[config.mk]
export PLATFORM = sky130hd
export DESIGN_NAME = rwlt_meta
export DESIGN_NICKNAME = d
export VERILOG_FILES = /design/src/rtl/reader_writer_lock_table_core_defines.svh /design/src/rtl/rwlt_pkg.sv /design/src/rtl/rwlt_meta.sv
export SDC_FILE = /design/constraint.sdc
export NUM_CORES = 2
export LEC_CHECK = 0
export ABC_AREA = 1
export BUFFER_PORTS_ARGS = -buffer_cell sky130_fd_sc_hd__buf_4
export CAP_MARGIN = 10
export CELL_PAD_IN_SITES_DETAIL_PLACEMENT = 0
export CELL_PAD_IN_SITES_GLOBAL_PLACEMENT = 1
export CORE_MARGIN = 2
export CORE_UTILIZATION = 35
export CTS_CLUSTER_DIAMETER = 30
export DETAILED_ROUTE_END_ITERATION = 7
export PLACE_DENSITY_LB_ADDON = 0.1
export SYNTH_ARGS = -nofsm -noshare
export SYNTH_HDL_FRONTEND = slang
export SYNTH_SLANG_ARGS = --single-unit
[constraint.sdc]
create_clock -name clk_i -period 1.95 [get_ports clk_i]
set_clock_uncertainty 0.05 [all_clocks]
set_input_delay 0.195 -clock clk_i [delete_from_list [all_inputs] [get_ports clk_i]]
set_output_delay 0.195 -clock clk_i [all_outputs]
set_load 0.05 [all_outputs]
[src/rtl/reader_writer_lock_table_core_defines.svh]
// Assertion macros used by the lock table sequencer.
`ifndef READER_WRITER_LOCK_TABLE_CORE_DEFINES_SVH
`define READER_WRITER_LOCK_TABLE_CORE_DEFINES_SVH
`ifndef SYNTHESIS
`define RWLT_ASSERT(lbl, clk, rstn, prop) \
  lbl: assert property (@(posedge clk) disable iff (!rstn) prop) \
    else $error("rwlt assertion failed");
`define RWLT_NEVER(lbl, clk, rstn, cond) \
  lbl: assert property (@(posedge clk) disable iff (!rstn) !(cond)) \
    else $error("rwlt forbidden condition seen");
`else
`define RWLT_ASSERT(lbl, clk, rstn, prop)
`define RWLT_NEVER(lbl, clk, rstn, cond)
`endif
`endif

[src/rtl/rwlt_pkg.sv]
// Types, constants and helpers of the lock table.
`timescale 1ns / 1ps
package rwlt_pkg;

  localparam int NUM_KEYS    = 256;
  localparam int MAX_HOLDERS = 16;
  localparam int QUEUE_DEPTH = 16;
  localparam int RESULT_CAP  = 16;
  localparam int TXN_W       = 16;

  localparam int GRANT_MAX = (MAX_HOLDERS < RESULT_CAP) ? MAX_HOLDERS : RESULT_CAP;

  localparam int KEY_W  = (NUM_KEYS > 1) ? $clog2(NUM_KEYS) : 1;
  localparam int HCNT_W = $clog2(MAX_HOLDERS + 1);
  localparam int QCNT_W = $clog2(QUEUE_DEPTH + 1);
  localparam int CNT_W  = (HCNT_W > QCNT_W) ? HCNT_W : QCNT_W;
  localparam int HIDX_W = (MAX_HOLDERS > 1) ? $clog2(MAX_HOLDERS) : 1;
  localparam int QIDX_W = (QUEUE_DEPTH > 1) ? $clog2(QUEUE_DEPTH) : 1;
  localparam int GCNT_W = $clog2(GRANT_MAX + 1);
  localparam int GIDX_W = (GRANT_MAX > 1) ? $clog2(GRANT_MAX) : 1;

  localparam int HOLD_DEPTH = NUM_KEYS * MAX_HOLDERS;
  localparam int QUE_DEPTH  = NUM_KEYS * QUEUE_DEPTH;
  localparam int HADDR_W    = (HOLD_DEPTH > 1) ? $clog2(HOLD_DEPTH) : 1;
  localparam int QADDR_W    = (QUE_DEPTH > 1) ? $clog2(QUE_DEPTH) : 1;

  typedef enum logic [1:0] {
    FUNC_READ    = 2'd0,
    FUNC_WRITE   = 2'd1,
    FUNC_RELEASE = 2'd2
  } func_e;

  typedef enum logic [1:0] {
    MODE_FREE  = 2'd0,
    MODE_READ  = 2'd1,
    MODE_WRITE = 2'd2
  } mode_e;

  typedef enum logic [2:0] {
    ST_GRANT    = 3'd0,
    ST_QUEUED   = 3'd1,
    ST_FULL     = 3'd2,
    ST_RELEASED = 3'd3,
    ST_WAKE     = 3'd4
  } status_e;

  typedef enum logic [3:0] {
    S_IDLE,
    S_META,
    S_HSCAN,
    S_HDEC,
    S_QCOMP,
    S_QRUN,
    S_QSHIFT,
    S_RESP,
    S_EMIT
  } state_e;

  typedef struct packed {
    logic [1:0]       func;
    logic [7:0]       key_slot;
    logic [TXN_W-1:0] txn_id;
  } req_t;

  typedef struct packed {
    logic [TXN_W-1:0] out_txn;
    logic [2:0]       status;
    logic             last;
  } rsp_t;

  typedef struct packed {
    mode_e             mode;
    logic [HCNT_W-1:0] hcnt;
    logic [QCNT_W-1:0] qcnt;
  } meta_t;

  typedef struct packed {
    logic             wr;
    logic [TXN_W-1:0] txn;
  } qent_t;

  typedef struct packed {
    logic             re;
    logic [KEY_W-1:0] raddr;
    logic             we;
    logic [KEY_W-1:0] waddr;
    meta_t            wdata;
  } meta_req_t;

  typedef struct packed {
    logic               re;
    logic [HADDR_W-1:0] raddr;
    logic               we;
    logic [HADDR_W-1:0] waddr;
    logic [TXN_W-1:0]   wdata;
  } hold_req_t;

  typedef struct packed {
    logic               re;
    logic [QADDR_W-1:0] raddr;
    logic               we;
    logic [QADDR_W-1:0] waddr;
    qent_t              wdata;
  } que_req_t;

  function automatic logic [HADDR_W-1:0] hold_addr(input logic [KEY_W-1:0] key,
                                                   input logic [HIDX_W-1:0] idx);
    return HADDR_W'(int'(key) * MAX_HOLDERS + int'(idx));
  endfunction

  function automatic logic [QADDR_W-1:0] que_addr(input logic [KEY_W-1:0] key,
                                                  input logic [QIDX_W-1:0] idx);
    return QADDR_W'(int'(key) * QUEUE_DEPTH + int'(idx));
  endfunction

endpackage

[src/rtl/rwlt_meta.sv]
// Per-key lock mode and counters, with valid bits so reset reads as unlocked.
`timescale 1ns / 1ps
module rwlt_meta (
  input  logic               clk_i,
  input  logic               rst_ni,
  input  rwlt_pkg::meta_req_t req_i,
  output rwlt_pkg::meta_t     rdata_o
);
  import rwlt_pkg::*;

  meta_t               mem [NUM_KEYS];
  meta_t               rdata_q;
  logic [NUM_KEYS-1:0] vld_q;
  logic                rvld_q;

  always_ff @(posedge clk_i) begin
    if (req_i.we) begin
      mem[req_i.waddr] <= req_i.wdata;
    end
    if (req_i.re) begin
      rdata_q <= mem[req_i.raddr];
    end
  end

  always_ff @(posedge clk_i or negedge rst_ni) begin
    if (!rst_ni) begin
      vld_q  <= '0;
      rvld_q <= 1'b0;
    end else begin
      if (req_i.we) begin
        vld_q[req_i.waddr] <= 1'b1;
      end
      if (req_i.re) begin
        rvld_q <= vld_q[req_i.raddr];
      end
    end
  end

  // an entry never written reads as free with empty holder set and queue
  always_comb begin
    rdata_o.mode = MODE_FREE;
    rdata_o.hcnt = '0;
    rdata_o.qcnt = '0;
    if (rvld_q) begin
      rdata_o = rdata_q;
    end
  end

endmodule

==> impl_metrics.ini <==
[outcome]
outcome = finished with violations
violations = negative setup slack

[synth]
synth-seq-cells = 3341
syn_area_um2 = 133000
ys_seq_area_share_pct = 74.2
synth_xor_area_share_pct = 0
synthAdderAreaFrac_pct = 0
synth-compound-area-share_pct = 6.80
synth_top_family_by_area = simple AND/OR/NAND/NOR gates
synth-warning-count = 0
netlist_instances = 10900
synth_nets = 10900
yosys.area_share.simple_pct = 16.1
yosysUniqueCellTypes = 18
synthMuxAreaShare_pct = 0
syn_area_per_cell_um2 = 12.3

[timing]
clock.fmax_mhz = 426
fin_ws_ps = -395
period_minus_slack_ps = 2350
hold_violations = 0
maxSlewHeadroom_pct = 43.6
worst_pin_slew_ps = 845
rsz0062_at_grt = yes
setup_viol = 12
slew_violations = 0
min_period_over_period_pct = 120

[layout]
drive_above_1_share_pct = 24.3
final_cells = 17800
syn_to_final_growth_pct = 35.5
fillers = 33400
final_core_util_pct = 47.7
fin_nets = 12100

[detailed_routing]
first_pass_iters = 6
wl_per_cell_um = 26.6
routed_wl_um = 472000
antenna_left = 0
vias = 93600
avgViaCountPerCell = 5.27
dr.first_iter.drc_count = 9231
drcViolationCount = 0

[floorplan]
start_util_pct = 35.2
ios = 44
die_w_um = 621
die_h_um = 621
dieArea_um2 = 386000
rows = 226
core_um2 = 379000

[worst_setup_path]
crit_type = reg -> out
endpoint_kind = primary output
start_kind = register
required_ps = 1700
arrival_ps = 2100
path_max_fanout = 1

[placed_design]
dp.cells = 16300
port_buffers = 43
place.gp.congestion = 0.849
dpl.hpwl_um = 293000

[power]
peakVddDrop_uv = 814
power_density_nw_per_um2 = 1240
p_leak_uw = 0.0657

[global_routing]
antenna_found_initial = 37
grt_pass1_wl_um = 675000
grt_max_degree = 93
grt_pass1_vias = 92800
grt_use_total_pct = 23.8
grt-ovfl-total = 0

[clock_tree]
clk_path_buf_depth = 4
clk-insertion-delay-late_ps = 1080
htreeDepth = 6
cts_tree = built
root_buffer = clkbuf_16
clock-sinks = 3341
clkTransAtPathRegs_ps = 50
cts_made_buffers = 781

[run]
cap_violations = 0

[worst_hold_path]
holdCritPathClass = in -> reg
-- sequential cells by signal, indices dropped and copies added (netlist names) --
name	count
rdata_q	12
rvld_q	1
mem	3072
vld_q	256
-- synthesized netlist by cell type --
library cell | count | area [um2]
nand2_1 | 1757 | 6600
clkinv_1 | 2 | 7.51
a21oi_1 | 48 | 240
inv_2 | 4 | 15.0
clkbuf_1 | 374 | 1400
dfrtp_1 | 257 | 6430
buf_6 | 7 | 78.8
buf_1 | 104 | 390
nor2_1 | 1339 | 5030
or2_2 | 256 | 1600
inv_1 | 94 | 353
o22ai_1 | 528 | 3300
buf_4 | 76 | 571
o21ai_0 | 1089 | 5450
edfxtp_1 | 3084 | 92600
o21ai_1 | 15 | 75.1
nand3_1 | 1650 | 8260
buf_2 | 205 | 1030
-- critical path: stages (launching register included) --
cell	delay, ps
edfxtp_1	650
nand2_4	150
inv_2	100
buf_8	140
-- path summary, 6_finish.rpt --
check | startpoint | end | slack (ps) | cells after the start
setup / recovery | rdata_q[5] | rdata_o[5] | -400 | 3
hold / removal | req_i[12] | mem[171][8] | 60 | 6
setup reg to reg | mem[245][5] | rdata_q[5] | 20 | 11
hold reg to reg | vld_q[229] | vld_q[229] | 410 | 1
max in group asynchronous | rst_ni | vld_q[201] | 820 | 5
min in group asynchronous | rst_ni | vld_q[13] | 300 | 4
-- layout by cell type (no fill, tap or decap), types with 28 or more instances in the layout --
master,Yosys,final
nand3_4,0,76
dlygate4sd3_1,0,28
nor2_1,1339,1334
o21ai_1,15,210
dfrtp_1,257,256
o22ai_1,528,519
nand3_2,0,266
clkinv_1,2,107
o21ai_0,1089,874
edfxtp_1,3084,3084
or2_2,256,256
nand2_2,0,40
clkbuf_16,0,795
nand3_1,1650,1308
bufinv_16,0,118
buf_4,76,638
clkinvlp_4,0,86
clkinv_4,0,36
inv_1,94,82
clkinv_2,0,150
clkbuf_1,374,104
a21oi_1,48,46
buf_12,0,440
nand2_1,1757,1695
-- what timing repair did --
| item | CTS | global route |
|---|---|---|
| pin swaps | 44 | 136 |
| setup buffers | 5 | 1 |
| hold buffers | 29 | 0 |
| endpoints found under the hold margin | 3435 | 0 |
| cloned | 0 | 1 |
| resized for setup | 358 | 449 |
| setup endpoints to repair | 25 | 25 |
-- final cells by class --
type / count / area (um2) / area share, %
inverter: 100 / 425 / 0.235
clock buffer: 914 / 20500 / 11.3
clock inverter: 551 / 6610 / 3.66
multi-input combinational: 6682 / 33300 / 18.4
timing repair buffer: 1157 / 14600 / 8.07
antenna: 10 / 25.0 / 0.0138
sequential: 3341 / 99000 / 54.8
tap: 5016 / 6280 / 3.47
-- power by group --
part           internal [uW]  switching (uW)
Clock                  90300           42000
Combinational           4180            8730
Sequential             79100             315
Total                 174000           51100
-- stage by stage --
stage | setup slack [ps] | total power [uW] | setup TNS (ps) | cell area (um2) | hold slack (ps)
after detailed placement | -1490 | 92700 | -20800 | 150000 | 68.3
after floorplan | 19.0 | 85800 | 0 | 133000 | -151
after global routing | -432 | 231000 | -4600 | 181000 | 44.4
after global placement | -1500 | 92700 | -23410 | 150000 | 70.3
after CTS | -523 | 226000 | -5160 | 179000 | 0.277
final | -395 | 225000 | -3670 | 181000 | 60.6
-- cell families (layout without fill, tap and decap cells) --
kind of cell | count (synthesis) | in the layout
buffers and inverters | 866 | 2722
AO/OA/AOI/OAI | 1680 | 1680
flip-flops | 3341 | 3341
other | 0 | 10
AND/OR/NAND/NOR | 5002 | 5002
-- per-layer routing --
layer	wire length [um]	track usage [%]	vias up	part of all wire [%]
met2	219000	37.6	3036	46
li1	-	-	42100	-
met3	27100	3.53	732	5.8
met5	18	0	-	0.0038
met4	13900	7.45	4	2.9
met1	212000	33.9	47700	45
(Power assumes the default switching activity.)
