--- src/rtl/reader_writer_lock_table_core_defines.svh ---
// Assertion macros used by the lock table sequencer.
`ifndef READER_WRITER_LOCK_TABLE_CORE_DEFINES_SVH
`define READER_WRITER_LOCK_TABLE_CORE_DEFINES_SVH
`ifndef SYNTHESIS
`define RWLT_ASSERT(lbl, clk, rstn, prop) \
  lbl: assert property (@(posedge clk) disable iff (!rstn) prop) \
    else $error("rwlt assertion failed");
`define RWLT_NEVER(lbl, clk, rstn, cond) \
  lbl: assert property (@(posedge clk) disable iff (!rstn) !(cond)) \
    else $error("rwlt forbidden condition seen");
`else
`define RWLT_ASSERT(lbl, clk, rstn, prop)
`define RWLT_NEVER(lbl, clk, rstn, cond)
`endif
`endif

--- src/rtl/rwlt_ram.sv ---
// Generic single-write, single-read synchronous RAM with registered read data.
`timescale 1ns / 1ps
module rwlt_ram #(
  parameter int DEPTH = 16,
  parameter int WIDTH = 8
) (
  input  logic                                   clk_i,
  input  logic                                   we_i,
  input  logic [((DEPTH > 1) ? $clog2(DEPTH) : 1)-1:0] waddr_i,
  input  logic [WIDTH-1:0]                       wdata_i,
  input  logic                                   re_i,
  input  logic [((DEPTH > 1) ? $clog2(DEPTH) : 1)-1:0] raddr_i,
  output logic [WIDTH-1:0]                       rdata_o
);

  logic [WIDTH-1:0] mem [DEPTH];
  logic [WIDTH-1:0] rdata_q;

  always_ff @(posedge clk_i) begin
    if (we_i) begin
      mem[waddr_i] <= wdata_i;
    end
    if (re_i) begin
      rdata_q <= mem[raddr_i];
    end
  end

  assign rdata_o = rdata_q;

endmodule

--- config.mk ---
export PLATFORM = sky130hd
export DESIGN_NAME = rwlt_ram
export DESIGN_NICKNAME = d
export VERILOG_FILES = /design/src/rtl/reader_writer_lock_table_core_defines.svh /design/src/rtl/rwlt_ram.sv
export SDC_FILE = /design/constraint.sdc
export NUM_CORES = 1
export LEC_CHECK = 0
export ABC_AREA = 1
export BUFFER_PORTS_ARGS = -buffer_cell sky130_fd_sc_hd__buf_4
export CAP_MARGIN = 20
export CORE_MARGIN = 2
export CORE_UTILIZATION = 45
export CTS_BUF_LIST = sky130_fd_sc_hd__clkbuf_8 sky130_fd_sc_hd__clkbuf_16
export DETAILED_ROUTE_END_ITERATION = 12
export PLACE_DENSITY = 0.62
export SLEW_MARGIN = 15
export SYNTH_ARGS = -nofsm -noshare
export SYNTH_HDL_FRONTEND = slang
export SYNTH_SLANG_ARGS = --single-unit
--- constraint.sdc ---
create_clock -name clk_i -period 1.35 [get_ports clk_i]
set_input_delay 0.3375 -clock clk_i [delete_from_list [all_inputs] [get_ports clk_i]]
set_output_delay 0.3375 -clock clk_i [all_outputs]
set_load 0.01 [all_outputs]
==> results of run 1 <==
==> per-layer routing <==
layer	vias up	GRT usage, %	share of wire, %
met3	28	5.329	8.4
met5	-	0	0
met1	1844	26.77	42
li1	1891	-	-
met4	0	10.24	3.1
met2	174	31.32	46
==> cell usage after synthesis <==
| cell type | count |
|---|---|
| nand2_1 | 173 |
| edfxtp_1 | 136 |
| inv_1 | 100 |
| nand3_1 | 97 |
| nor2_1 | 17 |
| buf_2 | 13 |
| buf_6 | 6 |
| buf_4 | 4 |
| inv_2 | 2 |
| nand3b_1 | 2 |
| buf_1 | 1 |
==> state kept, by name (all words and copies together) (netlist names) <==
signal,flops
rdata_o,8
mem,128
==> worst reg2reg max path, stage by stage (launching register included) <==
cell	delay, ns
edfxtp_1	0.35
inv_1	0.06
nand2_1	0.04
nand3_1	0.09
nand3_1	0.12
nand3_1	0.18
nand2_1	0.09
==> cell families (layout without fill, tap and decap cells) <==
family                 count (synthesis)  after routing  synth area share [%]
flip-flops                           136            136                 69.85
AND/OR/NAND/NOR                      289            289                 20.76
buffers and inverters                126            193                 9.394
==> final cells by class <==
class / count / area [sq um] / area share, %
clock buffers: 17 / 425.4 / 5.975
clock inverters: 15 / 256.5 / 3.603
inverters: 102 / 382.9 / 5.378
multi-input cells: 289 / 1214 / 17.05
flip-flops and latches: 136 / 4084 / 57.36
well taps: 172 / 215.2 / 3.023
repair buffers: 59 / 541.8 / 7.610
==> metrics by stage <==
stage | util, % | power [mW] | hold WS, ns
detailed placement | 50.72 | 5.527 | 0.6669
global placement | 50.72 | 5.519 | 0.6633
CTS | 56.13 | 10.81 | 0.2274
global route | 56.19 | 11.07 | 0.2313
finish | 56.19 | 10.76 | 0.2472
floorplan | - | 5.210 | 0.4364
==> worst paths after layout <==
kind,slack [ns],endpoint,from,depth (start not counted)
max,0.02,rdata_o[7],rdata_o[7],1
min,0.25,rdata_o[3],re_i,1
max reg2reg,0.17,rdata_o[2],mem[1][2],6
min reg2reg,0.77,rdata_o[3],mem[14][3],6
==> power by group through the flow <==
| stage | Combinational, mW | Sequential, mW | Clock, mW |
|---|---|---|---|
| global route | 0.725 | 4.79 | 5.55 |
| detailed placement | 0.655 | 4.87 | 0 |
| global placement | 0.649 | 4.87 | 0 |
| CTS | 0.663 | 4.79 | 5.36 |
| floorplan | 0.333 | 4.88 | 0 |
| finish | 0.663 | 4.79 | 5.31 |
==> repair_timing <==
action	4_1_cts	5_1_grt
gates resized for setup	1	2
setup endpoints to repair	1	3
hold endpoints to repair	0	0
==> flow_summary_export.csv, run 1 <==
group,metric,value,unit
sta,tns,0,ns
logic_synthesis,synth_area_leaders,"edfxtp_1 (70%), nand2_1 (11%), nand3_1 (8.3%)",
placed_design,place.gp.congestion,0.8368,
routing,drt_drc_violations_left,0,
global_route,grt_util_all_layers,20.36,%
die,die-area,13920,sq um
hold_path,hold_class,"input port to flip-flop",
logic_synthesis,yosysSeqAreaShare,69.85,%
flow_run,maxCapViolations,0,
global_route,grt_pass1_wl,20910,um
logic_synthesis,syn_area_per_cell,10.61,sq um
sta,fmax,751.3,MHz
worst_setup_path,cp_max_fo,1,
sta,worstMarginPinSlew,0.2906,ns
finish,final_common_cell,"nand2_1",
finish,flow.area_growth_from_synthesis,21.76,%
power,sw_frac_of_total,19.89,%
status,run_status,"finished, final reports clean",
routing,vias,3937,
placed_design,dp_slack,-0.2107,ns
clocking,post_cts_buffers,0,
worst_setup_path,cp_num_buf_inv,1,
finish,layout_common_cells,"nand2_1 (173), edfxtp_1 (136), inv_1 (101), nand3_1 (97), buf_4 (49)",
die,die_y,118.0,um
worst_setup_path,critPathCaptureType,"output pin",
clocking,clk_latency,0.42,ns
power,power_switching,2.140,mW
die,start_util,46.14,%
clocking,cts-root-buf,"clkbuf_16",
clocking,cts_max_level,4,
sta,slew_headroom,80.60,%
global_route,grt_max_degree,55,
global_route,grt_pass1_vias,3763,
logic_synthesis,synth_top_area_share,69.85,%
clocking,cts_buffers,17,
worst_setup_path,cp_top_family,"flip-flops",
worst_setup_path,worstSetupStartpointType,"flip-flop",
global_route,grt_overflow,0,
finish,nFillCells,1046,
placed_design,hpwl,8338,um
power,internal-power,8.623,mW
finish,finalNetCount,624,
logic_synthesis,synth_top_area_cell,"edfxtp_1",
finish,fin_area,7119,sq um
placed_design,place_area,6426,sq um
die,ios,27,
logic_synthesis,synth_cell_types,11,
sta,fin_ws,0.01894,ns
power,p_leak,3.089,nW
sta,maxSlewViolCount,0,
die,die_w,118.0,um
clocking,tritoncts,"yes",
power,p_clk_share,49.4,%
routing,dr.pass1.iters,5,
routing,wire_per_inst,16.97,um
global_route,antenna_found_initial,0,
clocking,ctsHoldBuffers,0,
placed_design,numPortBuffers,26,
routing,antenna_left,0,
worst_setup_path,arrival,0.99,ns
finish,antennaDiodeCount,0,
finish,finalNonFillerCells,790,
die,placementRows,41,
sta,finClkSkew,0.005895,ns
sta,setup_violations,0,
routing,wl,13410,um
worst_setup_path,cp_cell_sequence,"buf_6",
logic_synthesis,yosys_warnings,0,
sta,hold_violations,0,
placed_design,post-place-cells,758,
worst_setup_path,worstPathRequired,1.01,ns
die,core,12670,sq um
clocking,cts_buffer_depth,2,
power,power_density,1512,nW/um^2
worst_setup_path,crit_slowest_cell,"edfxtp_1",
clocking,clk_pin_slew,0.06,ns
routing,vias_per_cell,4.984,
sta,period_minus_slack,1.331,ns
logic_synthesis,syn_inst,551,
clocking,clock_sinks,136,
power,seqPwrFrac,44.5,%
logic_synthesis,synth-seq-cells,136,
power,p_comb_share,6.2,%
power,vdd_ir_drop_max,0.7960,mV
finish,drive_gt1_share,14.56,%
sta,post-route-period-util,98.60,%
logic_synthesis,syn_nets,570,
routing,drt_iter0_drc,389,
logic_synthesis,syn_area,5847,sq um
sta,rsz0062_at_grt,"yes",
worst_setup_path,critical_path_class,"flip-flop to output pin",
worst_setup_path,cp_slowest_stage_delay,0.43,ns
(Power assumes the default switching activity.)
==> run 2: changes to the inputs <==
--- a/config.mk
+++ b/config.mk
@@ -5,7 +5,6 @@
 export SDC_FILE = /design/constraint.sdc
 export NUM_CORES = 1
 export LEC_CHECK = 0
-export ABC_AREA = 1
 export BUFFER_PORTS_ARGS = -buffer_cell sky130_fd_sc_hd__buf_4
 export CAP_MARGIN = 20
 export CORE_MARGIN = 2
==> run 2 against run 1 <==
Against the previous run: via count down 38%; clock-buffer cell count unchanged; hold slack worse by 0.013 ns; clock power down 18%; largest power group is now sequential cells; critical endpoint is now rdata_o[6]; the flow now finishes with violations (negative setup slack).
==> flow_summary_export.csv, run 2 <==
group,metric,value,unit
power,sw_frac_of_total,19.04,%
sta,slew_headroom,32.23,%
routing,wl_met3,436,um
routing,vias,2452,
finish,largest_reg_flops,128,
sta,tns,-0.3794,ns
worst_setup_path,ff2ff_setup_slack,-0.08,ns
hold_path,min-delay-start,"re_i",
hold_path,hold_depth,1,
routing,route.layer.met1.wl,4333,um
global_route,grt_overflow,0,
worst_setup_path,cp_max_fo,1,
sta,fmax,698.0,MHz
sta,setup_violations,8,
worst_setup_path,worstSetupStartpointType,"flip-flop",
routing,wl,9900,um
sta,fin_ws,-0.08258,ns
sta,finClkSkew,0.008394,ns
sta,rsz0062_at_grt,"yes",
power,p_comb_share,5.6,%
sta,post-route-period-util,106.1,%
logic_synthesis,syn_inst,229,
global_route,grt_pass1_wl,15440,um
finish,layout_common_cells,"edfxtp_1 (136), buf_4 (56), mux4_2 (31), clkbuf_16 (17), nor2_1 (10)",
clocking,cts-root-buf,"clkbuf_16",
finish,finalNetCount,320,
routing,antenna_left,0,
finish,antennaDiodeCount,0,
sta,hold_violations,0,
logic_synthesis,async_reset_ff_share,0,%
logic_synthesis,syn_area_per_cell,22.83,sq um
status,violations,"negative setup slack",
routing,dr.pass1.iters,4,
clocking,tritoncts,"yes",
clocking,clock_sinks,136,
routing,wire_per_inst,21.66,um
routing,topRoutingLayerUsed,"met4",
clocking,ctsHoldBuffers,0,
logic_synthesis,synth_area_leaders,"edfxtp_1 (78%), mux4_2 (7.8%), mux4_1 (7.0%)",
worst_setup_path,critPathCaptureType,"flip-flop",
finish,drive_gt1_share,42.99,%
logic_synthesis,yosys_warnings,0,
worst_setup_path,arrival,1.58,ns
logic_synthesis,syn_area,5228,sq um
die,die_w,111.8,um
routing,vias_per_cell,5.365,
power,power_density,1498,nW/um^2
worst_setup_path,worstPathRequired,1.50,ns
power,p_clk_share,45.1,%
die,die-area,12490,sq um
worst_setup_path,critical_path_class,"flip-flop to flip-flop",
sta,maxSlewViolCount,0,
hold_path,hold_end,"rdata_o[1]",
global_route,grt_max_degree,21,
clocking,cts_buffers,17,
clocking,clk_pin_slew,0.06,ns
power,internal-power,7.863,mW
power,seqPwrFrac,49.3,%
power,vdd_ir_drop_max,0.7125,mV
placed_design,dp_slack,-0.4573,ns
power,power_switching,1.849,mW
global_route,grt_pass1_vias,2611,
clocking,cts_buffer_depth,2,
clocking,post_cts_buffers,0,
clocking,cts_max_level,4,
die,start_util,45.98,%
hold_path,hold_class,"input port to flip-flop",
logic_synthesis,synth_cell_types,18,
power,finalPower,9.713,mW
placed_design,place.gp.congestion,0.7335,
die,core,11370,sq um
logic_synthesis,synth_top_area_cell,"edfxtp_1",
logic_synthesis,synth_top_area_share,78.12,%
die,ios,27,
finish,final_common_cell,"edfxtp_1",
finish,flow.area_growth_from_synthesis,24.05,%
logic_synthesis,synth-edff-count,136,
sta,worstMarginPinSlew,1.013,ns
logic_synthesis,yosysSeqAreaShare,78.12,%
sta,period_minus_slack,1.433,ns
logic_synthesis,synth-seq-cells,136,
logic_synthesis,ys.flop_type,"edfxtp_1",
power,p_leak,2.207,nW
placed_design,hpwl,6544,um
worst_setup_path,r2r_cells,3,
placed_design,numPortBuffers,26,
finish,top_register,"mem",
routing,drt_iter0_drc,159,
logic_synthesis,yosysMostFrequentCell,"edfxtp_1",
routing,wl_met2,5014,um
die,die_y,111.8,um
die,placementRows,39,
worst_setup_path,worstReg2RegStart,"mem[3][6]",
global_route,grt_util_all_layers,17.45,%
routing,drt_drc_violations_left,0,
worst_setup_path,worst_r2r_endpoint,"rdata_o[6]",
clocking,clk_latency,0.41,ns
flow_run,maxCapViolations,0,
global_route,antenna_found_initial,0,
status,run_status,"finished, violations left",
logic_synthesis,synth_top_cells_by_count,"edfxtp_1 (136), mux4_2 (18), a22oi_1 (16), mux4_1 (14), nor2_1 (13)",
logic_synthesis,syn_nets,248,
## run 2: power by group through the flow
stage                     Clock, mW  Sequential [mW]  Combinational (mW)
after floorplan                   0             4.87               0.270
after global placement            0             4.87               0.526
after detailed placement          0             4.87               0.537
after CTS                      4.46             4.79               0.553
after global routing           4.69             4.79               0.592
final                          4.38             4.79               0.545
## run 2: layout make-up
type                            count  area [sq um]
Clock buffer                       17         425.4
Clock inverter                     15         145.1
Fill cell                         832          4885
Multi-Input combinational cell     83          1100
Sequential cell                   136          4084
Tap cell                          143         178.9
Timing Repair Buffer               63         551.8
## run 2: through the flow
step	instance area [sq um]	hold WS, ns	utilization, %	instances
after floorplan	5264	0.4364	-	229
after global placement	5871	0.6398	51.63	425
after detailed placement	5871	0.6513	51.63	425
after CTS	6476	0.2248	56.96	457
after global routing	6485	0.2334	57.04	457
final	6485	0.2345	57.04	457
## run 2: cell families after synthesis
group | count (synthesis) | share of synthesized area, %
AO/OA/AOI/OAI | 16 | 2.298
buffers and inverters | 10 | 1.651
flip-flops | 136 | 78.12
multiplexers | 32 | 14.79
AND/OR/NAND/NOR | 35 | 3.136
## run 2: worst max-delay path, cell delays in order, from the launching register on
cell and delay [ns]:
edfxtp_1 0.36, mux4_2 0.50, a22oi_2 0.21, nand2_1 0.11
## run 2: worst max path at each step
stage | start | endpoint | slack [ns] | cells past startpoint
CTS | mem[3][6] | rdata_o[6] | -0.09 | 3
global placement | raddr_i[0] | rdata_o[1] | -0.43 | 5
global route | mem[3][6] | rdata_o[6] | -0.15 | 3
detailed placement | raddr_i[0] | rdata_o[2] | -0.46 | 5
floorplan | raddr_i[0] | rdata_o[1] | -0.19 | 5
finish | mem[3][6] | rdata_o[6] | -0.08 | 3
## run 2: timing repair
item	4_1_cts	5_1_grt
endpoints found under the setup margin	8	9
gates resized for setup	7	2
hold endpoints to repair	0	0
pin swaps	3	1
## run 2: metal layers
layer,up-vias,GRT usage [%]
met1,1263,22.82
li1,1114,-
met4,0,6.996
met2,67,27.88
met5,-,0
met3,8,5.063
==> run 3: changes to the inputs <==
--- a/config.mk
+++ b/config.mk
@@ -8,10 +8,10 @@
 export BUFFER_PORTS_ARGS = -buffer_cell sky130_fd_sc_hd__buf_4
 export CAP_MARGIN = 20
 export CORE_MARGIN = 2
-export CORE_UTILIZATION = 45
+export CORE_UTILIZATION = 50
 export CTS_BUF_LIST = sky130_fd_sc_hd__clkbuf_8 sky130_fd_sc_hd__clkbuf_16
 export DETAILED_ROUTE_END_ITERATION = 12
-export PLACE_DENSITY = 0.62
+export PLACE_DENSITY = 0.68
 export SLEW_MARGIN = 15
 export SYNTH_ARGS = -nofsm -noshare
 export SYNTH_HDL_FRONTEND = slang
==> run 3 against run 2 <==
Against the previous run: the run still ends with negative setup slack left; global-route usage is 2.0 points higher; die area is 9.6% lower; combinational power is 4.6% higher; core utilization is 7.1 points higher; critical endpoint is now rdata_o[0]; first-iteration DRC count is 25% higher; sequential share of layout area is 0.71 points lower; final cell count is 1.8% lower; register-to-register slack better by 0.03 ns; sequential power hardly changed; maximum frequency is 1.2% higher; clock-buffer cell count stayed put.
==> flow_summary_export.csv, run 3 (synthesis results as in run 2) <==
group,metric,value,unit
sta,finClkSkew,0.008346,ns
routing,vias_per_cell,5.682,
sta,tns,-0.4289,ns
hold_path,hold_class,"input port to flip-flop",
sta,worstMarginPinSlew,0.9814,ns
routing,dr.pass1.iters,4,
clocking,clock_sinks,136,
worst_setup_path,worst_r2r_endpoint,"rdata_o[4]",
worst_setup_path,r2r_cells,3,
status,run_status,"finished, violations left",
die,die-area,11290,sq um
finish,flow.area_growth_from_synthesis,25.47,%
routing,wire_per_inst,21.91,um
routing,drt_drc_violations_left,0,
status,violations,"negative setup slack",
placed_design,numPortBuffers,26,
worst_setup_path,arrival,1.08,ns
worst_setup_path,crit_end,"rdata_o[0]",
clocking,cts_buffers,17,
finish,drive_gt1_share,46.01,%
worst_setup_path,worstReg2RegStart,"mem[2][4]",
finish,largest_reg_flops,128,
die,core,10230,sq um
die,die_y,106.3,um
global_route,grt_pass1_wl,15310,um
worst_setup_path,critPathCaptureType,"output pin",
clocking,cts_buffer_depth,2,
worst_setup_path,worstSetupStartpointType,"flip-flop",
routing,antenna_left,0,
sta,period_minus_slack,1.416,ns
clocking,cts-root-buf,"clkbuf_8",
clocking,cts_max_level,4,
worst_setup_path,ff2ff_setup_slack,-0.05,ns
power,p_leak,2.176,nW
global_route,grt_util_all_layers,19.47,%
placed_design,dp_slack,-0.5212,ns
finish,antennaDiodeCount,0,
sta,hold_violations,0,
worst_setup_path,worstPathRequired,1.01,ns
die,die_w,106.3,um
sta,fmax,706.5,MHz
clocking,clk_pin_slew,0.06,ns
power,finalPower,9.780,mW
worst_setup_path,worst-path-stages,1,
finish,final_common_cell,"edfxtp_1",
sta,setup_violations,12,
worst_setup_path,cp_top_family,"flip-flops",
worst_setup_path,crit_start,"rdata_o[0]",
clocking,clk_latency,0.52,ns
worst_setup_path,cp_max_fo,1,
placed_design,place.gp.congestion,0.7175,
global_route,grt_max_degree,17,
clocking,tritoncts,"yes",
worst_setup_path,critical_path_class,"flip-flop to output pin",
sta,post-route-period-util,104.9,%
worst_setup_path,crit_slowest_cell,"edfxtp_1",
sta,rsz0062_at_grt,"yes",
clocking,ctsHoldBuffers,0,
die,placementRows,37,
die,ios,27,
global_route,grt_pass1_vias,2634,
worst_setup_path,cp_num_buf_inv,1,
global_route,antenna_found_initial,0,
finish,top_register,"mem",
power,power_density,1491,nW/um^2
finish,finalNetCount,319,
flow_run,maxCapViolations,0,
finish,layout_common_cells,"edfxtp_1 (136), buf_4 (46), mux4_2 (32), clkbuf_16 (16), a22oi_2 (14)",
placed_design,hpwl,6488,um
sta,fin_ws,-0.06552,ns
clocking,post_cts_buffers,0,
worst_setup_path,cp_cell_sequence,"buf_6",
die,start_util,51.09,%
global_route,grt_overflow,0,
sta,maxSlewViolCount,0,
routing,wl,9839,um
routing,vias,2551,
power,vdd_ir_drop_max,0.6127,mV
sta,slew_headroom,34.44,%
worst_setup_path,cp_slowest_stage_delay,0.42,ns
routing,drt_iter0_drc,198,
-- run 3: cell count changes in the layout (fill, tap and decap cells not counted), moves of 2 or more --
cell	before	now
a22oi_1	8	2
inv_1	4	0
buf_4	56	46
buf_12	6	9
buf_6	1	7
a22oi_2	8	14
clkinv_2	4	2
clkinvlp_4	0	6
-- run 3: metrics by stage --
step | hold WS, ns | std cells | util [%] | area (sq um)
final | 0.1183 | 449 | 64.11 | 6559
after global routing | 0.1271 | 449 | 64.11 | 6559
after CTS | 0.1078 | 449 | 63.87 | 6535
after detailed placement | 0.6506 | 417 | 57.59 | 5892
after global placement | 0.6440 | 417 | 57.59 | 5892
after floorplan | 0.4364 | 229 | - | 5264
-- run 3: how the worst min path moves through the flow --
stage,from,end,cells after the start,slack [ns]
after global placement,wdata_i[7],mem[15][7],1,0.64
final,wdata_i[1],mem[11][1],1,0.12
after CTS,wdata_i[7],mem[8][7],1,0.11
after floorplan,wdata_i[0],mem[0][0],0,0.44
after global routing,re_i,rdata_o[3],1,0.13
after detailed placement,wdata_i[7],mem[14][7],1,0.65
-- run 3: timing repair --
action                                  in CTS  in global routing
endpoints found under the hold margin        0                  0
resized for setup                           17                  5
pin swaps                                    2                  3
endpoints found under the setup margin      16                 16
-- run 3: final cells by class --
type | count | area [sq um]
clock buffer | 17 | 414.1
clock inverter | 15 | 160.2
fill | 661 | 3672
multi-input combinational | 83 | 1126
sequential | 136 | 4084
tap | 136 | 170.2
timing repair buffer | 62 | 604.3
-- run 3: metal layers --
metal | track usage [%] | routed length, um
met1 | 26.39 | 4179
met5 | 0 | 0
met4 | 8.271 | 122
met2 | 30.40 | 4978
met3 | 4.966 | 558
-- run 3: where the power goes --
group          leakage (nW)  switching, mW  internal (mW)
clock                 0.262           1.65           2.77
combinational         0.679          0.284          0.286
sequential             1.24         0.0292           4.76
