`config.mk`:
```
export PLATFORM = sky130hd
export DESIGN_NAME = rwlt_seq
export DESIGN_NICKNAME = d
export VERILOG_FILES = /design/src/rtl/rwlt_pkg.sv /design/src/rtl/rwlt_seq.sv
export VERILOG_INCLUDE_DIRS = /design/src /design/src/rtl
export SDC_FILE = /design/constraint.sdc
export NUM_CORES = 1
export LEC_CHECK = 0
export BUFFER_PORTS_ARGS = -buffer_cell sky130_fd_sc_hd__buf_2
export CAP_MARGIN = 20
export CELL_PAD_IN_SITES_DETAIL_PLACEMENT = 1
export CELL_PAD_IN_SITES_GLOBAL_PLACEMENT = 2
export CORE_AREA = 2 2 291 293
export CTS_CLUSTER_SIZE = 20
export DETAILED_ROUTE_END_ITERATION = 12
export DIE_AREA = 0 0 293 295
export GPL_TIMING_DRIVEN = 0
export PLACE_DENSITY_LB_ADDON = 0.1
export REMOVE_ABC_BUFFERS = 1
export SETUP_SLACK_MARGIN = 0.02
export SKIP_LAST_GASP = 1
export SLEW_MARGIN = 5
export SYNTH_ARGS = -nofsm -noshare
export SYNTH_HDL_FRONTEND = slang
export SYNTH_SLANG_ARGS = --single-unit
```
`constraint.sdc`:
```
create_clock -name clk_i -period 3.5 [get_ports clk_i]
set_clock_uncertainty 0.15 [all_clocks]
set_input_delay 0.35 -clock clk_i [delete_from_list [all_inputs] [get_ports clk_i]]
set_output_delay 0.35 -clock clk_i [all_outputs]
set_load 0.005 [all_outputs]
```
`src/rtl/reader_writer_lock_table_core_defines.svh`:
```
// Assertion macros used by the lock table sequencer.
`ifndef READER_WRITER_LOCK_TABLE_CORE_DEFINES_SVH
`define READER_WRITER_LOCK_TABLE_CORE_DEFINES_SVH
`ifndef SYNTHESIS
`define RWLT_ASSERT(lbl, clk, rstn, prop) \
  lbl: assert property (@(posedge clk) disable iff (!rstn) prop) \
    else $error("rwlt assertion failed");
`define RWLT_NEVER(lbl, clk, rstn, cond) \
  lbl: assert property (@(posedge clk) disable iff (!rstn) !(cond)) \
    else $error("rwlt forbidden condition seen");
`else
`define RWLT_ASSERT(lbl, clk, rstn, prop)
`define RWLT_NEVER(lbl, clk, rstn, cond)
`endif
`endif

```
`src/rtl/rwlt_pkg.sv`:
```
// Types, constants and helpers of the lock table.
`timescale 1ns / 1ps
package rwlt_pkg;

  localparam int NUM_KEYS    = 256;
  localparam int MAX_HOLDERS = 16;
  localparam int QUEUE_DEPTH = 16;
  localparam int RESULT_CAP  = 16;
  localparam int TXN_W       = 16;

  localparam int GRANT_MAX = (MAX_HOLDERS < RESULT_CAP) ? MAX_HOLDERS : RESULT_CAP;

  localparam int KEY_W  = (NUM_KEYS > 1) ? $clog2(NUM_KEYS) : 1;
  localparam int HCNT_W = $clog2(MAX_HOLDERS + 1);
  localparam int QCNT_W = $clog2(QUEUE_DEPTH + 1);
  localparam int CNT_W  = (HCNT_W > QCNT_W) ? HCNT_W : QCNT_W;
  localparam int HIDX_W = (MAX_HOLDERS > 1) ? $clog2(MAX_HOLDERS) : 1;
  localparam int QIDX_W = (QUEUE_DEPTH > 1) ? $clog2(QUEUE_DEPTH) : 1;
  localparam int GCNT_W = $clog2(GRANT_MAX + 1);
  localparam int GIDX_W = (GRANT_MAX > 1) ? $clog2(GRANT_MAX) : 1;

  localparam int HOLD_DEPTH = NUM_KEYS * MAX_HOLDERS;
  localparam int QUE_DEPTH  = NUM_KEYS * QUEUE_DEPTH;
  localparam int HADDR_W    = (HOLD_DEPTH > 1) ? $clog2(HOLD_DEPTH) : 1;
  localparam int QADDR_W    = (QUE_DEPTH > 1) ? $clog2(QUE_DEPTH) : 1;

  typedef enum logic [1:0] {
    FUNC_READ    = 2'd0,
    FUNC_WRITE   = 2'd1,
    FUNC_RELEASE = 2'd2
  } func_e;

  typedef enum logic [1:0] {
    MODE_FREE  = 2'd0,
    MODE_READ  = 2'd1,
    MODE_WRITE = 2'd2
  } mode_e;

  typedef enum logic [2:0] {
    ST_GRANT    = 3'd0,
    ST_QUEUED   = 3'd1,
    ST_FULL     = 3'd2,
    ST_RELEASED = 3'd3,
    ST_WAKE     = 3'd4
  } status_e;

  typedef enum logic [3:0] {
    S_IDLE,
    S_META,
    S_HSCAN,
    S_HDEC,
    S_QCOMP,
    S_QRUN,
    S_QSHIFT,
    S_RESP,
    S_EMIT
  } state_e;

  typedef struct packed {
    logic [1:0]       func;
    logic [7:0]       key_slot;
    logic [TXN_W-1:0] txn_id;
  } req_t;

  typedef struct packed {
    logic [TXN_W-1:0] out_txn;
    logic [2:0]       status;
    logic             last;
  } rsp_t;

  typedef struct packed {
    mode_e             mode;
    logic [HCNT_W-1:0] hcnt;
    logic [QCNT_W-1:0] qcnt;
  } meta_t;

  typedef struct packed {
    logic             wr;
    logic [TXN_W-1:0] txn;
  } qent_t;

  typedef struct packed {
    logic             re;
    logic [KEY_W-1:0] raddr;
    logic             we;
    logic [KEY_W-1:0] waddr;
    meta_t            wdata;
  } meta_req_t;

  typedef struct packed {
    logic               re;
    logic [HADDR_W-1:0] raddr;
    logic               we;
    logic [HADDR_W-1:0] waddr;
    logic [TXN_W-1:0]   wdata;
  } hold_req_t;

  typedef struct packed {
    logic               re;
    logic [QADDR_W-1:0] raddr;
    logic               we;
    logic [QADDR_W-1:0] waddr;
    qent_t              wdata;
  } que_req_t;

  function automatic logic [HADDR_W-1:0] hold_addr(input logic [KEY_W-1:0] key,
                                                   input logic [HIDX_W-1:0] idx);
    return HADDR_W'(int'(key) * MAX_HOLDERS + int'(idx));
  endfunction

  function automatic logic [QADDR_W-1:0] que_addr(input logic [KEY_W-1:0] key,
                                                  input logic [QIDX_W-1:0] idx);
    return QADDR_W'(int'(key) * QUEUE_DEPTH + int'(idx));
  endfunction

endpackage

```
`src/rtl/rwlt_seq.sv`:
```
// Sequencer: read-modify-write of lock entries, holder search, queue compaction, waiter wake-up.
`timescale 1ns / 1ps
`include "reader_writer_lock_table_core_defines.svh"
module rwlt_seq (
  input  logic                clk_i,
  input  logic                rst_ni,
  input  logic                in_valid_i,
  output logic                in_ready_o,
  input  rwlt_pkg::req_t      in_i,
  output logic                out_valid_o,
  input  logic                out_ready_i,
  output rwlt_pkg::rsp_t      out_o,
  output rwlt_pkg::meta_req_t meta_req_o,
  input  rwlt_pkg::meta_t     meta_rdata_i,
  output rwlt_pkg::hold_req_t hold_req_o,
  input  logic [rwlt_pkg::TXN_W-1:0] hold_rdata_i,
  output rwlt_pkg::que_req_t  que_req_o,
  input  rwlt_pkg::qent_t     que_rdata_i
);
  import rwlt_pkg::*;

  state_e            state_q, state_d;
  req_t              req_q, req_d;
  logic [KEY_W-1:0]  key_q, key_d;
  meta_t             meta_q, meta_d;
  logic [CNT_W-1:0]  ridx_q, ridx_d;
  logic              dv_q, dv_d;
  logic [CNT_W-1:0]  didx_q, didx_d;
  logic [QCNT_W-1:0] widx_q, widx_d;
  logic              found_q, found_d;
  logic [HIDX_W-1:0] pos_q, pos_d;
  logic [TXN_W-1:0]  hlast_q, hlast_d;
  logic [GCNT_W-1:0] gcnt_q, gcnt_d;
  logic [TXN_W-1:0]  gnt_q [GRANT_MAX];
  logic [TXN_W-1:0]  gnt_d [GRANT_MAX];
  logic [QCNT_W-1:0] cons_q, cons_d;
  logic [GCNT_W-1:0] emit_q, emit_d;
  mode_e             rmode_q, rmode_d;
  status_e           res_q, res_d;
  logic              out_valid_q, out_valid_d;
  rsp_t              out_q, out_d;

  // decisions shared by next-state and datapath
  logic              key_ok, func_ok, out_free;
  logic              rd_share, q_full;
  logic [CNT_W-1:0]  lim;
  logic              issue, stream_done;
  logic              in_gnt, head_wr, run_stop;
  logic [QCNT_W-1:0] run_cons, run_left;
  logic [HCNT_W-1:0] h_left;

  always_comb begin
    key_ok   = int'(req_q.key_slot) < NUM_KEYS;
    func_ok  = (req_q.func == FUNC_READ) || (req_q.func == FUNC_WRITE) ||
               (req_q.func == FUNC_RELEASE);
    out_free = !out_valid_q || out_ready_i;
    rd_share = (meta_rdata_i.mode == MODE_READ) && (meta_rdata_i.qcnt == '0);
    q_full   = meta_rdata_i.qcnt >= QCNT_W'(QUEUE_DEPTH);
    h_left   = meta_q.hcnt - HCNT_W'(1);

    lim = (state_q == S_HSCAN) ? CNT_W'(meta_q.hcnt) : CNT_W'(meta_q.qcnt);
    issue       = ridx_q < lim;
    stream_done = dv_q && (didx_q == lim - CNT_W'(1));

    in_gnt = 1'b0;
    for (int k = 0; k < GRANT_MAX; k++) begin
      if ((GCNT_W'(k) < gcnt_q) && (gnt_q[k] == que_rdata_i.txn)) begin
        in_gnt = 1'b1;
      end
    end
    head_wr  = que_rdata_i.wr && (didx_q == '0);
    run_stop = dv_q && (que_rdata_i.wr || (gcnt_q >= GCNT_W'(GRANT_MAX)) ||
                        (didx_q == lim - CNT_W'(1)));
    if (head_wr) begin
      run_cons = QCNT_W'(1);
    end else if (que_rdata_i.wr || (gcnt_q >= GCNT_W'(GRANT_MAX))) begin
      run_cons = QCNT_W'(didx_q);
    end else begin
      run_cons = meta_q.qcnt;
    end
    run_left = meta_q.qcnt - run_cons;
  end

  // next state
  always_comb begin
    state_d = state_q;
    unique case (state_q)
      S_IDLE: begin
        if (in_valid_i) state_d = S_META;
      end
      S_META: begin
        state_d = S_RESP;
        if (key_ok && func_ok) begin
          if (req_q.func == FUNC_READ) begin
            if (rd_share) state_d = S_HSCAN;
          end else if (req_q.func == FUNC_RELEASE) begin
            if (meta_rdata_i.hcnt != '0) begin
              state_d = S_HSCAN;
            end else if (meta_rdata_i.qcnt != '0) begin
              state_d = S_QCOMP;
            end
          end
        end
      end
      S_HSCAN: begin
        if (stream_done) state_d = S_HDEC;
      end
      S_HDEC: begin
        state_d = S_RESP;
        if (req_q.func == FUNC_RELEASE) begin
          if (!found_q) begin
            if (meta_q.qcnt != '0) state_d = S_QCOMP;
          end else if (h_left == '0 && meta_q.qcnt != '0) begin
            state_d = S_QRUN;
          end
        end
      end
      S_QCOMP: begin
        if (stream_done) state_d = S_RESP;
      end
      S_QRUN: begin
        if (run_stop) state_d = (run_left != '0) ? S_QSHIFT : S_EMIT;
      end
      S_QSHIFT: begin
        if (stream_done) state_d = S_EMIT;
      end
      S_RESP: begin
        if (out_free) state_d = S_IDLE;
      end
      S_EMIT: begin
        if (out_free && (emit_q == gcnt_q - GCNT_W'(1))) state_d = S_IDLE;
      end
      default: state_d = S_IDLE;
    endcase
  end

  // datapath and memory ports
  always_comb begin
    req_d   = req_q;
    key_d   = key_q;
    meta_d  = meta_q;
    ridx_d  = ridx_q;
    dv_d    = 1'b0;
    didx_d  = didx_q;
    widx_d  = widx_q;
    found_d = found_q;
    pos_d   = pos_q;
    hlast_d = hlast_q;
    gcnt_d  = gcnt_q;
    gnt_d   = gnt_q;
    cons_d  = cons_q;
    emit_d  = emit_q;
    rmode_d = rmode_q;
    res_d   = res_q;
    out_valid_d = out_valid_q && !out_ready_i;
    out_d   = out_q;
    in_ready_o = 1'b0;
    meta_req_o = '0;
    hold_req_o = '0;
    que_req_o  = '0;

    // read streaming used by the scan, compaction, run and shift phases
    if (state_q == S_HSCAN || state_q == S_QCOMP || state_q == S_QRUN ||
        state_q == S_QSHIFT) begin
      if (issue) begin
        ridx_d = ridx_q + CNT_W'(1);
        hold_req_o.re    = (state_q == S_HSCAN);
        hold_req_o.raddr = hold_addr(key_q, HIDX_W'(ridx_q));
        que_req_o.re     = (state_q != S_HSCAN);
        que_req_o.raddr  = que_addr(key_q, QIDX_W'(ridx_q));
      end
      dv_d   = issue;
      didx_d = ridx_q;
    end

    unique case (state_q)
      S_IDLE: begin
        in_ready_o = 1'b1;
        if (in_valid_i) begin
          req_d = in_i;
          key_d = KEY_W'(in_i.key_slot);
          meta_req_o.re    = 1'b1;
          meta_req_o.raddr = KEY_W'(in_i.key_slot);
        end
      end
      S_META: begin
        meta_d  = meta_rdata_i;
        ridx_d  = '0;
        widx_d  = '0;
        found_d = 1'b0;
        res_d   = ST_FULL;
        meta_req_o.waddr = key_q;
        meta_req_o.wdata = meta_rdata_i;
        hold_req_o.waddr = hold_addr(key_q, '0);
        hold_req_o.wdata = req_q.txn_id;
        que_req_o.waddr  = que_addr(key_q, QIDX_W'(meta_rdata_i.qcnt));
        que_req_o.wdata.wr  = (req_q.func == FUNC_WRITE);
        que_req_o.wdata.txn = req_q.txn_id;
        if (key_ok && (req_q.func == FUNC_READ || req_q.func == FUNC_WRITE)) begin
          if (meta_rdata_i.mode == MODE_FREE) begin
            // grant first holder
            hold_req_o.we         = 1'b1;
            meta_req_o.we         = 1'b1;
            meta_req_o.wdata.mode = (req_q.func == FUNC_WRITE) ? MODE_WRITE : MODE_READ;
            meta_req_o.wdata.hcnt = HCNT_W'(1);
            res_d = ST_GRANT;
          end else if (!(req_q.func == FUNC_READ && rd_share)) begin
            // join the queue unless it is full
            if (!q_full) begin
              que_req_o.we          = 1'b1;
              meta_req_o.we         = 1'b1;
              meta_req_o.wdata.qcnt = meta_rdata_i.qcnt + QCNT_W'(1);
              res_d = ST_QUEUED;
            end
          end
        end else if (key_ok && req_q.func == FUNC_RELEASE) begin
          res_d = ST_RELEASED;
        end
      end
      S_HSCAN: begin
        if (dv_q) begin
          if (hold_rdata_i == req_q.txn_id) begin
            found_d = 1'b1;
            pos_d   = HIDX_W'(didx_q);
          end
          hlast_d = hold_rdata_i;
        end
      end
      S_HDEC: begin
        ridx_d = '0;
        widx_d = '0;
        gcnt_d = '0;
        meta_req_o.waddr = key_q;
        meta_req_o.wdata = meta_q;
        if (req_q.func == FUNC_READ) begin
          res_d = ST_GRANT;
          if (!found_q) begin
            if (meta_q.hcnt >= HCNT_W'(MAX_HOLDERS)) begin
              res_d = ST_FULL;
            end else begin
              hold_req_o.we    = 1'b1;
              hold_req_o.waddr = hold_addr(key_q, HIDX_W'(meta_q.hcnt));
              hold_req_o.wdata = req_q.txn_id;
              meta_req_o.we    = 1'b1;
              meta_req_o.wdata.hcnt = meta_q.hcnt + HCNT_W'(1);
            end
          end
        end else begin
          res_d = ST_RELEASED;
          if (found_q) begin
            // move the last holder into the freed slot
            hold_req_o.we    = 1'b1;
            hold_req_o.waddr = hold_addr(key_q, pos_q);
            hold_req_o.wdata = hlast_q;
            if (h_left != '0) begin
              meta_req_o.we = 1'b1;
              meta_req_o.wdata.hcnt = h_left;
            end else if (meta_q.qcnt == '0) begin
              meta_req_o.we = 1'b1;
              meta_req_o.wdata.mode = MODE_FREE;
              meta_req_o.wdata.hcnt = '0;
            end
          end
        end
      end
      S_QCOMP: begin
        que_req_o.waddr = que_addr(key_q, QIDX_W'(widx_q));
        que_req_o.wdata = que_rdata_i;
        if (dv_q && (que_rdata_i.txn != req_q.txn_id)) begin
          que_req_o.we = 1'b1;
          widx_d = widx_q + QCNT_W'(1);
        end
        if (stream_done) begin
          meta_req_o.we    = 1'b1;
          meta_req_o.waddr = key_q;
          meta_req_o.wdata = meta_q;
          meta_req_o.wdata.qcnt = widx_d;
        end
      end
      S_QRUN: begin
        hold_req_o.waddr = hold_addr(key_q, HIDX_W'(gcnt_q));
        hold_req_o.wdata = que_rdata_i.txn;
        if (dv_q) begin
          rmode_d = MODE_READ;
          if (head_wr) begin
            hold_req_o.we = 1'b1;
            gnt_d[0] = que_rdata_i.txn;
            gcnt_d   = GCNT_W'(1);
            rmode_d  = MODE_WRITE;
          end else if (!que_rdata_i.wr && (gcnt_q < GCNT_W'(GRANT_MAX)) && !in_gnt) begin
            hold_req_o.we = 1'b1;
            gnt_d[GIDX_W'(gcnt_q)] = que_rdata_i.txn;
            gcnt_d = gcnt_q + GCNT_W'(1);
          end
        end
        if (run_stop) begin
          cons_d = run_cons;
          ridx_d = CNT_W'(run_cons);
          widx_d = '0;
          dv_d   = 1'b0;
          emit_d = '0;
          if (run_left == '0) begin
            meta_req_o.we    = 1'b1;
            meta_req_o.waddr = key_q;
            meta_req_o.wdata.mode = rmode_d;
            meta_req_o.wdata.hcnt = HCNT_W'(gcnt_d);
            meta_req_o.wdata.qcnt = '0;
          end
        end
      end
      S_QSHIFT: begin
        que_req_o.waddr = que_addr(key_q, QIDX_W'(widx_q));
        que_req_o.wdata = que_rdata_i;
        if (dv_q) begin
          que_req_o.we = 1'b1;
          widx_d = widx_q + QCNT_W'(1);
        end
        if (stream_done) begin
          meta_req_o.we    = 1'b1;
          meta_req_o.waddr = key_q;
          meta_req_o.wdata.mode = rmode_q;
          meta_req_o.wdata.hcnt = HCNT_W'(gcnt_q);
          meta_req_o.wdata.qcnt = meta_q.qcnt - cons_q;
        end
      end
      S_RESP: begin
        if (out_free) begin
          out_valid_d   = 1'b1;
          out_d.out_txn = req_q.txn_id;
          out_d.status  = res_q;
          out_d.last    = 1'b1;
        end
      end
      S_EMIT: begin
        if (out_free) begin
          out_valid_d   = 1'b1;
          out_d.out_txn = gnt_q[GIDX_W'(emit_q)];
          out_d.status  = ST_WAKE;
          out_d.last    = (emit_q == gcnt_q - GCNT_W'(1));
          emit_d        = emit_q + GCNT_W'(1);
        end
      end
      default: begin
      end
    endcase
  end

  always_ff @(posedge clk_i or negedge rst_ni) begin
    if (!rst_ni) begin
      state_q     <= S_IDLE;
      out_valid_q <= 1'b0;
      dv_q        <= 1'b0;
      gcnt_q      <= '0;
    end else begin
      state_q     <= state_d;
      out_valid_q <= out_valid_d;
      dv_q        <= dv_d;
      gcnt_q      <= gcnt_d;
    end
  end

  always_ff @(posedge clk_i) begin
    req_q   <= req_d;
    key_q   <= key_d;
    meta_q  <= meta_d;
    ridx_q  <= ridx_d;
    didx_q  <= didx_d;
    widx_q  <= widx_d;
    found_q <= found_d;
    pos_q   <= pos_d;
    hlast_q <= hlast_d;
    gnt_q   <= gnt_d;
    cons_q  <= cons_d;
    emit_q  <= emit_d;
    rmode_q <= rmode_d;
    res_q   <= res_d;
    out_q   <= out_d;
  end

  assign out_valid_o = out_valid_q;
  assign out_o       = out_q;

  `RWLT_ASSERT(a_accept_to_meta, clk_i, rst_ni, (in_valid_i && in_ready_o) |=> (state_q == S_META))
  `RWLT_NEVER(a_grant_count, clk_i, rst_ni, gcnt_q > GCNT_W'(GRANT_MAX))
  `RWLT_ASSERT(a_pos_in_set, clk_i, rst_ni, (state_q == S_HDEC && found_q) |-> (HCNT_W'(pos_q) < meta_q.hcnt))
  `RWLT_ASSERT(a_run_has_queue, clk_i, rst_ni, (state_q == S_QRUN) |-> (meta_q.qcnt != '0))

endmodule

```
==> results.txt <==
STA classifies the critical path startpoint as a flip-flop. The number of sinks driven by the clock tree is 375. TritonCTS built the clock tree. The worst setup path category is reg -> reg. For this run, the post-layout net count is 2085. Origin of the worst setup path: didx_q[0]$_DFFE_PP_. Summed over all cells, the static leakage comes to 10.2 nW. After synthesis the netlist holds a flip-flop and latch count of 375. The final core area utilization was 33.5%; the maximum resistive drop on vdd was 0.000440 V.

Worst min-delay path class: in -> async. The tools report the post-layout worst setup margin as -1.18 ns. The leading cell type in the layout, fill and taps excluded is sky130_fd_sc_hd__edfxtp_1. The die covers 86400 µm². Setup repair after global routing could not meet its margin everywhere. The count of different cell masters after synthesis is 85. For the worst setup path, the data arrival time is 4.91 ns.

For this configuration, the core starts out at a cell density of 24.9%. The run gives 35 as the pin count of the biggest net entering global routing. Grouping stages by cell kind, the critical path spends the most delay in buffers and inverters. Total congestion overflow: 0.

Dividing the detail-routed wire length by the instance count gives 29.1 µm. The cell at the slowest stage of the critical path is sky130_fd_sc_hd__edfxtp_1. After layout, the worst path uses 134% of the clock period. For the count of maximum capacitance violations, the log shows 0.

The proportion of synthesized chip area in sequential cells was 53.8%. The via density per instance was 4.94. The count of nets left with antenna violations once routing finished came out at 0. The measured slew at the worst slew-check pin is 1.09 ns.

The endpoint class of the critical path is a flip-flop. Once layout is done, the placed cells without fillers occupy 27800 µm². The cell that appears most often on the critical path is sky130_fd_sc_hd__buf_4. The core region area is 83200 µm². OpenSTA, run right after detailed placement, puts the worst setup slack at -2.33 ns.

The maximum fanout along the worst path was 2. The total routing usage reported by global routing was 20.5%. The headroom to the max-slew limit is 27.0%, and the share of layout cells above drive strength 1 is 35.6%. The logs give 18.0 mW for the post-layout total power and 23100 µm² for the placed instance area. For this run, design rule violations remaining after detail routing come to 0. The initialized floorplan defines 106 standard-cell rows. In the layout the commonest cells are sky130_fd_sc_hd__edfxtp_1 (359), sky130_fd_sc_hd__xor2_1 (208), sky130_fd_sc_hd__buf_2 (186), sky130_fd_sc_hd__buf_4 (121), sky130_fd_sc_hd__nand2_1 (96). After clock tree synthesis, the clock-pin slew on the worst setup and hold paths is 0.06 ns. Die width: 293 µm. The number of antenna diodes in the final layout is 0. On the worst path, the slowest cell contributes a delay of 0.44 ns. The average footprint of a synthesized cell is 13.0 µm². The worst register-to-register path begins at didx_q[0]$_DFFE_PP_. In the synthesized netlist, mux cells make up 9.83% of the area. The largest area contributor in the netlist was sky130_fd_sc_hd__edfxtp_1.

The tools report the number of DRC violations after detailed-routing iteration 0 as 1171. Data on the critical path is required at its endpoint by 3.73 ns. After synthesis, the largest area contributor takes up 52.0% of total cell area. After Yosys synthesis, full adders, half adders and majority gates account for 1.79% of the synthesized area. The count of buffers added on input and output ports is 211. The dominant combinational cell family by area after synthesis is XOR/XNOR gates.

The clock passes through at most 3 buffers. Yosys mapped a number of flops with a built-in enable equal to 359. Setup violations remaining at the end of the flow were counted as 75. The hold violation count in the final report is 0, and the via count of the first global-routing pass is 16200.

The final reports fail on setup timing. The Yosys step of the flow raised 0 warnings. By area the synthesized netlist is led by sky130_fd_sc_hd__edfxtp_1 (52%), sky130_fd_sc_hd__xor2_1 (9.0%), sky130_fd_sc_hd__mux4_2 (8.7%). Summing every instance area after synthesis gives 20700 µm².

Dominant register cell in the synthesized netlist: sky130_fd_sc_hd__edfxtp_1. Counting every instance in the synthesized netlist gives 1595. Based on the critical path, the design can be clocked at up to 0.214 GHz. The run gives 0 as the number of max-slew violations in the final report. After Yosys synthesis, XOR and XNOR cells account for 13.2% of the synthesized area. Routability-driven placement finished with a final weighted congestion of 0.795. After Yosys synthesis, and, or, nand and nor cells account for 11.3% of the synthesized area. Together, buffers and inverters on the worst path number 28. The H-tree was split into 2 levels. The run gives 212 as the number of top-level pins.

The run finished, with violations left. The final route contains 15300 vias. The initial antenna violation count is 4, and the clock period minus worst slack is 4.68 ns. Measured along the y axis, the die boundary spans 295 µm. The synthesis-to-finish area growth was 34.3%. The tools report the overall routed net length as 90100 µm. The run gives 49 as the CTS buffer count. The total power divided by cell area is 647 nW/µm². The wire length of the first global-routing pass was 126000 µm.

The post-synthesis compound-gate area fraction was 6.49%. The root buffer selected by CTS was sky130_fd_sc_hd__clkbuf_16. Share of flip-flops with an asynchronous set or reset: 2.93%. The tools report the clock latency on the worst-skew pair as 0.62 ns. The first detailed-routing pass ran for 7 iterations. Once detailed placement completed, the half-perimeter wirelength came to 62500 µm.

For the worst hold margin, the log shows 0.0750 ns.
-- Yosys cell counts (4+ instances only) --
cell type and n:
sky130_fd_sc_hd__nor4_1 53, sky130_fd_sc_hd__nor2_1 58, sky130_fd_sc_hd__inv_1 46, sky130_fd_sc_hd__o211ai_1 8
sky130_fd_sc_hd__a21oi_1 27, sky130_fd_sc_hd__and2_1 52, sky130_fd_sc_hd__nand2_1 101, sky130_fd_sc_hd__o21ai_0 41
sky130_fd_sc_hd__a22o_1 19, sky130_fd_sc_hd__nand4_1 42, sky130_fd_sc_hd__nor2b_1 16, sky130_fd_sc_hd__mux2_4 4
sky130_fd_sc_hd__buf_2 22, sky130_fd_sc_hd__a222oi_1 18, sky130_fd_sc_hd__or4_1 4, sky130_fd_sc_hd__xor2_1 214
sky130_fd_sc_hd__xnor2_1 96, sky130_fd_sc_hd__a31oi_1 4, sky130_fd_sc_hd__dfxtp_1 5, sky130_fd_sc_hd__nand3_1 25
sky130_fd_sc_hd__o32ai_1 4, sky130_fd_sc_hd__a22oi_1 6, sky130_fd_sc_hd__o22ai_1 11, sky130_fd_sc_hd__mux4_2 80
sky130_fd_sc_hd__dfrtp_1 11, sky130_fd_sc_hd__nor3_1 21, sky130_fd_sc_hd__and3_1 30, sky130_fd_sc_hd__ha_1 28
sky130_fd_sc_hd__edfxtp_1 359, sky130_fd_sc_hd__mux2i_1 14, sky130_fd_sc_hd__buf_4 29, sky130_fd_sc_hd__nand2b_1 5
sky130_fd_sc_hd__buf_1 12, sky130_fd_sc_hd__clkbuf_1 47
-- path summary, 6_finish.rpt --
check / depth (start not counted) / slack (ns) / to
max in group asynchronous: 2 / 2.74 / gcnt_q[3]$_DFFE_PN0P_
setup reg to reg: 30 / -1.18 / cons_q[0]$_DFFE_PP_
setup / recovery: 30 / -1.18 / cons_q[0]$_DFFE_PP_
hold / removal: 2 / 0.08 / state_q[3]$_DFFE_PN0P_
min in group clk_i: 1 / 0.10 / gnt_q[90]$_DFFE_PP_
hold reg to reg: 0 / 0.37 / didx_q[4]$_DFFE_PP_
-- state kept, by name, summed over array words and instances, names as in the netlist, 4 cells and up --
name / flops
hlast_q: 16
emit_q: 5
gcnt_q: 5
ridx_q: 5
gnt_q: 256
pos_q: 4
state_q: 4
key_q: 8
cons_q: 5
didx_q: 5
meta_q: 12
req_q: 18
out_o: 20
widx_q: 5
-- metal layers --
layer	track usage, %	up-vias	part of all wire (%)
li1	-	6786	-
met1	27.1	7998	44
met2	34.3	408	48
met3	4.05	107	5.4
met4	5.73	0	2.9
met5	0	-	0
-- layout make-up --
| type | instances | area (µm²) |
|---|---|---|
| clock inverters | 15 | 134 |
| multi-input cells | 1063 | 9790 |
| well taps | 1080 | 1350 |
| clock buffers | 71 | 1360 |
| flip-flops and latches | 375 | 11200 |
| repair buffers | 443 | 3810 |
| inverters | 48 | 204 |
| repair inverters | 1 | 5.00 |
| fillers | 8855 | 55300 |
-- stage by stage --
stage	instances	TNS (ns)
2_1_floorplan	1484	-37.59
5_1_grt	3096	-61.04
3_5_place_dp	2799	-617.52
4_1_cts	3072	-46.93
3_3_place_gp	2775	-743.11
6_report	3096	-52.52
-- power by group --
group	switching [mW]	leakage [nW]	internal (mW)	total (mW)
Combinational	3.90	6.03	3.26	7.17
Sequential	0.596	3.42	5.41	6.01
Clock	2.07	0.724	2.76	4.83
Total	6.57	10.2	11.4	18.0
-- kinds of logic (layout without fill, tap and decap cells) --
family | Yosys count | count (layout)
buf+inv | 159 | 578
compound gates | 188 | 188
flops | 375 | 375
mux | 100 | 100
simple gates | 433 | 435
xor+xnor | 311 | 311
fa+ha+maj | 29 | 29
-- repair_timing --
action,in CTS,in global routing
hold buffers,55,1
endpoints found under the hold margin,65,1
endpoints found under the setup margin,433,316
pin swaps,49,36
cloned,3,0
buffers inserted,129,23
resized for setup,237,57
-- worst reg2reg max path: cells and delay by family (launching register included) --
kind	cells	cell delay [ns]
buffers and inverters	28	3.44
and+or+nand+nor	1	0.13
AOI/OAI and AO/OA	1	0.29
DFF	1	0.44
No activity file was read; power rests on OpenSTA's default activity.
